### src/design/sdd_pkg.sv
// Shared constants, types and helpers for the directional difference block.
package sdd_pkg;

  localparam int ROWS   = 8;
  localparam int COLS   = 8;
  localparam int PIX    = ROWS * COLS;
  localparam int ADDR_W = (PIX > 1) ? $clog2(PIX) : 1;
  localparam int CNT_W  = $clog2(PIX + 1);
  localparam int PIX_W  = 16;
  localparam int DIFF_W = 17;
  localparam int POS_W  = 3;

  typedef enum logic [0:0] {
    ST_LOAD,
    ST_EMIT
  } sdd_state_e;

  // read beat in flight: what the RAM outputs currently hold
  typedef struct packed {
    logic             dv;
    logic [POS_W-1:0] row;
    logic [POS_W-1:0] col;
    logic             last;
  } sdd_rd_meta_t;

  function automatic logic [ADDR_W-1:0] pix_addr(input logic [POS_W-1:0] r,
                                                 input logic [POS_W-1:0] c);
    logic [POS_W+CNT_W-1:0] a;
    a = (POS_W+CNT_W)'(r) * (POS_W+CNT_W)'(COLS) + (POS_W+CNT_W)'(c);
    return a[ADDR_W-1:0];
  endfunction

endpackage

### src/design/sdd_ram.sv
// Generic single-write, single-read RAM with registered read data.
module sdd_ram #(
  parameter int WIDTH = 16,
  parameter int DEPTH = 64,
  parameter int AW    = (DEPTH > 1) ? $clog2(DEPTH) : 1
) (
  input  logic             clk_i,
  input  logic             we_i,
  input  logic [AW-1:0]    waddr_i,
  input  logic [WIDTH-1:0] wdata_i,
  input  logic             re_i,
  input  logic [AW-1:0]    raddr_i,
  output logic [WIDTH-1:0] rdata_o
);

  logic [WIDTH-1:0] mem_q [DEPTH];
  logic [WIDTH-1:0] rdata_q;

  always_ff @(posedge clk_i) begin
    if (we_i) begin
      mem_q[waddr_i] <= wdata_i;
    end
    if (re_i) begin
      rdata_q <= mem_q[raddr_i];
    end
  end

  assign rdata_o = rdata_q;

endmodule

### src/design/sdd_ctrl.sv
// Load counter, emit address sequencer and RAM read control.
module sdd_ctrl import sdd_pkg::*; (
  input  logic              clk_i,
  input  logic              rst_ni,
  input  logic              in_valid_i,
  output logic              in_stall_o,
  output logic              we_o,
  output logic [ADDR_W-1:0] waddr_o,
  output logic              re_o,
  output logic [ADDR_W-1:0] raddr_n_o,
  output logic [ADDR_W-1:0] raddr_c_o,
  output logic [ADDR_W-1:0] raddr_s_o,
  output logic [ADDR_W-1:0] raddr_w_o,
  output sdd_rd_meta_t      meta_o,
  input  logic              take_i
);

  sdd_state_e       state_q, state_d;
  logic [CNT_W-1:0] load_cnt_q, load_cnt_d;
  logic [POS_W-1:0] rd_row_q, rd_row_d;
  logic [POS_W-1:0] rd_col_q, rd_col_d;
  logic             more_q, more_d;
  logic             dv_q, dv_d;
  logic [POS_W-1:0] mrow_q, mcol_q;
  logic             mlast_q;
  logic             accept;
  logic [POS_W-1:0] rn, rs, cw;

  assign accept = in_valid_i && !in_stall_o;
  assign we_o    = accept;
  assign waddr_o = load_cnt_q[ADDR_W-1:0];

  assign rn = (rd_row_q == '0) ? '0 : rd_row_q - POS_W'(1);
  assign rs = (rd_row_q == POS_W'(ROWS - 1)) ? rd_row_q : rd_row_q + POS_W'(1);
  assign cw = (rd_col_q == '0) ? '0 : rd_col_q - POS_W'(1);

  assign raddr_n_o = pix_addr(rn, rd_col_q);
  assign raddr_c_o = pix_addr(rd_row_q, rd_col_q);
  assign raddr_s_o = pix_addr(rs, rd_col_q);
  assign raddr_w_o = pix_addr(rd_row_q, cw);

  assign meta_o = '{dv: dv_q, row: mrow_q, col: mcol_q, last: mlast_q};

  // outputs
  always_comb begin
    in_stall_o = 1'b1;
    re_o       = 1'b0;
    unique case (state_q)
      ST_LOAD: in_stall_o = 1'b0;
      ST_EMIT: re_o = more_q && (!dv_q || take_i);
      default: in_stall_o = 1'b1;
    endcase
  end

  // next state
  always_comb begin
    state_d    = state_q;
    load_cnt_d = load_cnt_q;
    rd_row_d   = rd_row_q;
    rd_col_d   = rd_col_q;
    more_d     = more_q;
    dv_d       = dv_q;
    unique case (state_q)
      ST_LOAD: begin
        if (accept) begin
          if (load_cnt_q == CNT_W'(PIX - 1)) begin
            load_cnt_d = '0;
            state_d    = ST_EMIT;
            rd_row_d   = POS_W'(ROWS - 1);
            rd_col_d   = POS_W'(COLS - 1);
            more_d     = 1'b1;
          end else begin
            load_cnt_d = load_cnt_q + CNT_W'(1);
          end
        end
      end
      ST_EMIT: begin
        if (re_o) begin
          dv_d = 1'b1;
          if (rd_col_q == '0) begin
            if (rd_row_q == '0) begin
              more_d = 1'b0;
            end else begin
              rd_row_d = rd_row_q - POS_W'(1);
              rd_col_d = POS_W'(COLS - 1);
            end
          end else begin
            rd_col_d = rd_col_q - POS_W'(1);
          end
        end else if (take_i) begin
          dv_d = 1'b0;
          if (!more_q) begin
            state_d = ST_LOAD;
          end
        end
      end
      default: state_d = ST_LOAD;
    endcase
  end

  always_ff @(posedge clk_i or negedge rst_ni) begin
    if (!rst_ni) begin
      state_q    <= ST_LOAD;
      load_cnt_q <= '0;
      rd_row_q   <= '0;
      rd_col_q   <= '0;
      more_q     <= 1'b0;
      dv_q       <= 1'b0;
    end else begin
      state_q    <= state_d;
      load_cnt_q <= load_cnt_d;
      rd_row_q   <= rd_row_d;
      rd_col_q   <= rd_col_d;
      more_q     <= more_d;
      dv_q       <= dv_d;
    end
  end

  always_ff @(posedge clk_i) begin
    if (re_o) begin
      mrow_q  <= rd_row_q;
      mcol_q  <= rd_col_q;
      mlast_q <= (rd_row_q == '0) && (rd_col_q == '0);
    end
  end

  // held read data must not be overwritten before it is taken
  a_hold: assert property (@(posedge clk_i) disable iff (!rst_ni)
    dv_q && !take_i |-> !re_o)
    else $error("read issued over untaken data");

  a_no_rd_load: assert property (@(posedge clk_i) disable iff (!rst_ni)
    re_o |-> state_q == ST_EMIT && !we_o)
    else $error("read during load");

  a_done: assert property (@(posedge clk_i) disable iff (!rst_ni)
    take_i && mlast_q |=> state_q == ST_LOAD && load_cnt_q == '0)
    else $error("block did not return to load");

  a_take_dv: assert property (@(posedge clk_i) disable iff (!rst_ni)
    take_i |-> dv_q)
    else $error("take without data");

endmodule

### src/design/sdd_out.sv
// Difference datapath and output register.
module sdd_out import sdd_pkg::*; (
  input  logic                     clk_i,
  input  logic                     rst_ni,
  input  sdd_rd_meta_t             meta_i,
  input  logic [PIX_W-1:0]         q_n_i,
  input  logic [PIX_W-1:0]         q_c_i,
  input  logic [PIX_W-1:0]         q_s_i,
  input  logic [PIX_W-1:0]         q_w_i,
  output logic                     take_o,
  output logic                     out_valid_o,
  input  logic                     out_stall_i,
  output logic [POS_W-1:0]         row_o,
  output logic [POS_W-1:0]         col_o,
  output logic signed [DIFF_W-1:0] diff_north_o,
  output logic signed [DIFF_W-1:0] diff_south_o,
  output logic signed [DIFF_W-1:0] diff_west_o,
  output logic signed [DIFF_W-1:0] diff_east_o,
  output logic [PIX_W-1:0]         centre_o,
  output logic                     last_o
);

  logic                     valid_q;
  logic [PIX_W-1:0]         east_q;
  logic [POS_W-1:0]         row_q, col_q;
  logic signed [DIFF_W-1:0] dn_q, ds_q, dw_q, de_q;
  logic [PIX_W-1:0]         ctr_q;
  logic                     last_q;
  logic [DIFF_W-1:0]        ctr_x, dn_d, ds_d, dw_d, de_d;
  logic                     east_edge;

  assign take_o    = meta_i.dv && (!valid_q || !out_stall_i);
  assign ctr_x     = {1'b0, q_c_i};
  assign east_edge = (meta_i.col == POS_W'(COLS - 1));

  assign dn_d = {1'b0, q_n_i} - ctr_x;
  assign ds_d = {1'b0, q_s_i} - ctr_x;
  assign dw_d = {1'b0, q_w_i} - ctr_x;
  // east neighbor is the centre of the previous beat in the same row
  assign de_d = east_edge ? '0 : {1'b0, east_q} - ctr_x;

  always_ff @(posedge clk_i or negedge rst_ni) begin
    if (!rst_ni) begin
      valid_q <= 1'b0;
    end else if (take_o) begin
      valid_q <= 1'b1;
    end else if (!out_stall_i) begin
      valid_q <= 1'b0;
    end
  end

  always_ff @(posedge clk_i) begin
    if (take_o) begin
      east_q <= q_c_i;
      row_q  <= meta_i.row;
      col_q  <= meta_i.col;
      dn_q   <= signed'(dn_d);
      ds_q   <= signed'(ds_d);
      dw_q   <= signed'(dw_d);
      de_q   <= signed'(de_d);
      ctr_q  <= q_c_i;
      last_q <= meta_i.last;
    end
  end

  assign out_valid_o  = valid_q;
  assign row_o        = row_q;
  assign col_o        = col_q;
  assign diff_north_o = dn_q;
  assign diff_south_o = ds_q;
  assign diff_west_o  = dw_q;
  assign diff_east_o  = de_q;
  assign centre_o     = ctr_q;
  assign last_o       = last_q;

  a_loaded: assert property (@(posedge clk_i) disable iff (!rst_ni)
    take_o |=> out_valid_o)
    else $error("taken beat not presented");

  a_last_pos: assert property (@(posedge clk_i) disable iff (!rst_ni)
    out_valid_o && last_o |-> row_o == '0 && col_o == '0)
    else $error("last flag off origin");

  a_east_edge: assert property (@(posedge clk_i) disable iff (!rst_ni)
    out_valid_o && col_o == POS_W'(COLS - 1) |-> diff_east_o == '0)
    else $error("east edge not clamped");

endmodule

### src/design/block_stencil_directional_diff_top.sv
// Top level of the clamped block directional difference unit.
//
//  channel  valid        stall         payload
//  -------  -----------  ------------  ------------------------------------------
//  in       in_valid_i   in_stall_o    pixel_i
//  out      out_valid_o  out_stall_i   row_o col_o diff_*_o centre_o last_o
//
// Load: one pixel per cycle, 64 pixels per block, written to four RAM copies.
// Emit: one record per cycle while out_stall_i is low, in reverse raster order;
// the first record follows the last pixel through the RAM read and output register.
// Input is stalled from the last pixel until the final record enters the
// output register.
// Output stalls hold the RAM read data; reads resume when the register frees.
// Reset clears control only; RAM contents are not cleared.
module block_stencil_directional_diff_top import sdd_pkg::*; (
  input  logic                     clk_i,
  input  logic                     rst_ni,
  input  logic                     in_valid_i,
  output logic                     in_stall_o,
  input  logic [PIX_W-1:0]         pixel_i,
  output logic                     out_valid_o,
  input  logic                     out_stall_i,
  output logic [POS_W-1:0]         row_o,
  output logic [POS_W-1:0]         col_o,
  output logic signed [DIFF_W-1:0] diff_north_o,
  output logic signed [DIFF_W-1:0] diff_south_o,
  output logic signed [DIFF_W-1:0] diff_west_o,
  output logic signed [DIFF_W-1:0] diff_east_o,
  output logic [PIX_W-1:0]         centre_o,
  output logic                     last_o
);

  logic              we, re, take;
  logic [ADDR_W-1:0] waddr, ra_n, ra_c, ra_s, ra_w;
  logic [PIX_W-1:0]  q_n, q_c, q_s, q_w;
  sdd_rd_meta_t      meta;

  sdd_ctrl u_ctrl (
    .clk_i      (clk_i),
    .rst_ni     (rst_ni),
    .in_valid_i (in_valid_i),
    .in_stall_o (in_stall_o),
    .we_o       (we),
    .waddr_o    (waddr),
    .re_o       (re),
    .raddr_n_o  (ra_n),
    .raddr_c_o  (ra_c),
    .raddr_s_o  (ra_s),
    .raddr_w_o  (ra_w),
    .meta_o     (meta),
    .take_i     (take)
  );

  sdd_ram #(.WIDTH(PIX_W), .DEPTH(PIX), .AW(ADDR_W)) u_ram_n (
    .clk_i(clk_i), .we_i(we), .waddr_i(waddr), .wdata_i(pixel_i),
    .re_i(re), .raddr_i(ra_n), .rdata_o(q_n)
  );

  sdd_ram #(.WIDTH(PIX_W), .DEPTH(PIX), .AW(ADDR_W)) u_ram_c (
    .clk_i(clk_i), .we_i(we), .waddr_i(waddr), .wdata_i(pixel_i),
    .re_i(re), .raddr_i(ra_c), .rdata_o(q_c)
  );

  sdd_ram #(.WIDTH(PIX_W), .DEPTH(PIX), .AW(ADDR_W)) u_ram_s (
    .clk_i(clk_i), .we_i(we), .waddr_i(waddr), .wdata_i(pixel_i),
    .re_i(re), .raddr_i(ra_s), .rdata_o(q_s)
  );

  sdd_ram #(.WIDTH(PIX_W), .DEPTH(PIX), .AW(ADDR_W)) u_ram_w (
    .clk_i(clk_i), .we_i(we), .waddr_i(waddr), .wdata_i(pixel_i),
    .re_i(re), .raddr_i(ra_w), .rdata_o(q_w)
  );

  sdd_out u_out (
    .clk_i        (clk_i),
    .rst_ni       (rst_ni),
    .meta_i       (meta),
    .q_n_i        (q_n),
    .q_c_i        (q_c),
    .q_s_i        (q_s),
    .q_w_i        (q_w),
    .take_o       (take),
    .out_valid_o  (out_valid_o),
    .out_stall_i  (out_stall_i),
    .row_o        (row_o),
    .col_o        (col_o),
    .diff_north_o (diff_north_o),
    .diff_south_o (diff_south_o),
    .diff_west_o  (diff_west_o),
    .diff_east_o  (diff_east_o),
    .centre_o     (centre_o),
    .last_o       (last_o)
  );

endmodule
### config.mk
export PLATFORM = sky130hd
export DESIGN_NAME = block_stencil_directional_diff_top
export DESIGN_NICKNAME = d
export VERILOG_FILES = /design/src/design/sdd_pkg.sv /design/src/design/sdd_ram.sv /design/src/design/sdd_ctrl.sv /design/src/design/sdd_out.sv /design/src/design/block_stencil_directional_diff_top.sv
export SDC_FILE = /design/constraint.sdc
export NUM_CORES = 2
export LEC_CHECK = 0
export BUFFER_PORTS_ARGS = -buffer_cell sky130_fd_sc_hd__buf_2
export CORE_MARGIN = 4
export CORE_UTILIZATION = 45
export DETAILED_ROUTE_END_ITERATION = 10
export SLEW_MARGIN = 20
export SYNTH_ARGS = -nofsm -noshare
export SYNTH_HDL_FRONTEND = slang
export SYNTH_SLANG_ARGS = --single-unit
### constraint.sdc
create_clock -name clk_i -period 7.17 [get_ports clk_i]
set_input_delay 1.0755 -clock clk_i [delete_from_list [all_inputs] [get_ports clk_i]]
set_output_delay 1.0755 -clock clk_i [all_outputs]
set_load 0.1 [all_outputs]
==> run metrics <==
outcome finished clean; crit-path max FO 73; WP data arrival roughly 5 ns; reg2reg end u_ram_w.rdata_o[12]; clock tree sinks between 1000 and 1500; register area share after synthesis between 60% and 70%; CTS Hold Buffers Added 0; global-route usage over all layers between 20 and 30%; cts repair resizes 0; total grt overflow 0; full die area 134000 um^2; DR DRC count 0; Critical R2R Launch u_ctrl.rd_col_q[1]; Core Area 128000 um^2; commonest non-fill, non-tap cells in the layout 1186 x edfxtp_1, 419 x mux4_2, 230 x nand2_1; FFs w/ async S/R, synth about 1.4%; GPL Wtd Cong slightly above 1; DRT Pass-1 Iters 5; antenna-violating nets left 0; Hold WC Path Type in2async; Final Hold Viols 0; Initial Util roughly 45%; syn_nets 3685; DP Area between 60000 and 70000 um^2; flop-to-flop setup slack around 2.8 ns; clock skew after layout a little over 0.04 ns; synth warn 0; path depth of the worst reg2reg path 8; initial antenna violation count 13; Cells after Synth approximately 3600; Clock Root Buffer clkbuf_16; cell leakage power roughly 0.022 uW; Netlist cell types between 70 and 80; Worst-Margin Slew between 1 and 1.5 ns; Skew-Pair Late Insertion Delay approximately 0.8 ns; CTS clk-pin slew, worst paths about 0.06 ns; startpoint types flop; Die Span X approximately 370 um; Mean Syn Cell Area ~16 um^2; CTS buffer count between 100 and 150; ys flop type edfxtp_1; # port buffers 112; first-pass GRT wire length about 270000 um; Worst Setup Path Type reg2reg; Post-synth EDFFs approximately 1200; TNS Setup 0 ns; Max clock buf depth 3; fmax between 200 and 250 MHz; Post-CTS Setup Inserts 0; layout cells sized above 1 around 25%; Core Util, Final 50.8%; period utilization 60.6%; vias in the first global route around 35000; CTS tree done; # rows ~130; Area Growth Syn to Fin 12.0%; post-layout min period about 4.3 ns; RSZ-0062 raised after global routing no; final setup fails 0; Die H roughly 370 um; nets roughly 3800; max_slew headroom between 10 and 15%; Wirelength per Cell between 30 and 40 um; CP endpoint kind flop; WP data required just under 8 ns; vias per cell approximately 6.7; largest net degree at the start of global routing approximately 130; Initial DRC Count 5493; commonest non-fill, non-tap cell in the layout edfxtp_1; worst vdd ir between 0.2 and 0.3 mV; DP Wirelength ~130000 um; P per Cell Area roughly 370 nW/um^2; IO Pins between 100 and 150; post-route cell area around 65000 um^2; WL final around 190000 um; Yosys reg bits about 1200; post-synthesis cell area between 50000 and 60000 um^2; H-tree depth 4; Max Cap Viol 0; via total after detailed routing roughly 37000; Slew Viols, Final 0
==> layout make-up <==
type,instances,area [um^2]
inverters,53,204
flip-flops and latches,1203,36100
clock inverters,65,687
diodes,6,15.0
repair buffers,243,1690
clock buffers,176,3590
multi-input cells,2086,20500
fillers,10437,62900
well taps,1662,2080
==> per-layer routing <==
layer	share of wire (%)	vias up	track usage, %
met3	10	368	6.48
met4	5.9	6	14.6
met2	44	2289	41.8
met5	0.022	-	0
met1	39	19128	39.0
li1	-	15085	-
==> cells by family (layout without fill, tap and decap cells) <==
kind of cell | after synthesis | in the layout | synth area share (%)
AND/OR/NAND/NOR | 623 | 623 | 4.78
AO/OA/AOI/OAI | 759 | 759 | 8.72
adder cells (fa/ha/maj) | 72 | 72 | 1.61
XOR/XNOR | 35 | 35 | 0.530
buffers and inverters | 304 | 537 | 2.59
flip-flops | 1203 | 1203 | 62.3
multiplexers | 597 | 597 | 19.5
other | 0 | 6 | 0
==> critical path: stages, from the launching register on <==
cell,delay (ns)
dfrtp_4,0.99
nor2b_4,0.66
buf_12,0.49
buf_4,0.50
a22oi_1,0.11
o21ai_0,0.20
a21oi_1,0.15
o311ai_0,0.79
o31a_1,0.25
==> sequential cells by signal (all words and copies together), names as in the netlist, 3 cells and up <==
signal	flops
u_out.east_q	16
u_ram_w.mem_q	64
u_ram_w.rdata_o	16
u_out.row_o	3
u_out.col_o	3
u_ram_n.rdata_o	16
u_ctrl.mrow_q	3
u_out.diff_west_o	17
u_out.diff_north_o	17
u_ctrl.mcol_q	3
u_ram_s.rdata_o	16
u_ram_c.rdata_o	16
u_ram_s.mem_q	912
u_ctrl.rd_row_q	3
u_ctrl.rd_col_q	3
u_out.diff_south_o	17
u_ram_n.mem_q	48
u_out.diff_east_o	17
u_ctrl.load_cnt_q	7
==> power by group <==
group	switching, uW	total [uW]	internal [uW]	leakage, uW
clock network	2830	6800	3970	0.00209
logic	5760	8790	3030	0.00856
registers	294	8510	8210	0.0109
total	8880	24100	15200	0.0216
==> worst max-delay path by stage <==
stage                                   from                   to  slack, ns
final                     u_ctrl.rd_col_q[1]  u_ram_w.rdata_o[12]       2.82
after CTS                 u_ctrl.rd_col_q[1]  u_ram_w.rdata_o[12]       2.85
after detailed placement  u_ctrl.rd_col_q[1]  u_ram_w.rdata_o[12]       2.86
after global routing      u_ctrl.rd_col_q[1]   u_ram_s.rdata_o[4]       2.68
after global placement    u_ctrl.rd_col_q[1]   u_ram_c.rdata_o[5]       2.88
after floorplan                  out_stall_i   u_ctrl.rd_row_q[2]       0.60
==> stage by stage <==
stage | hold WS (ns) | instances | setup slack [ns] | power [uW]
after CTS | 0.223 | 5488 | 2.85 | 24100
after global routing | 0.270 | 5488 | 2.68 | 24900
after detailed placement | 0.425 | 5247 | 2.86 | 17300
final | 0.269 | 5494 | 2.82 | 24100
after global placement | 0.403 | 5247 | 2.88 | 17300
after floorplan | 0.400 | 3593 | 0.597 | 14600
==> cell usage after synthesis (18+ instances only) <==
library cell | count | area share [%]
edfxtp_1 | 1186 | 62
mux4_2 | 419 | 16
nand2_1 | 230 | 1.5
nor2_1 | 209 | 1.4
a21oi_1 | 181 | 1.6
mux2i_1 | 121 | 2.1
a22oi_1 | 117 | 1.5
o21ai_0 | 111 | 0.96
clkbuf_1 | 98 | 0.64
a211oi_1 | 87 | 1.1
buf_2 | 70 | 0.61
ha_1 | 68 | 1.5
mux2_2 | 56 | 1.1
inv_1 | 50 | 0.32
nor3_1 | 49 | 0.42
buf_4 | 38 | 0.49
o211ai_1 | 33 | 0.43
buf_1 | 28 | 0.18
nand3_1 | 26 | 0.22
xnor2_1 | 26 | 0.39
o22ai_1 | 23 | 0.25
a31oi_1 | 22 | 0.24
nor2b_1 | 22 | 0.24
o2111ai_1 | 20 | 0.30
o21ai_1 | 19 | 0.16
a32oi_1 | 18 | 0.27
nand2b_1 | 18 | 0.19
o221ai_1 | 18 | 0.27
Note: power is estimated with default switching activity, not from simulation.
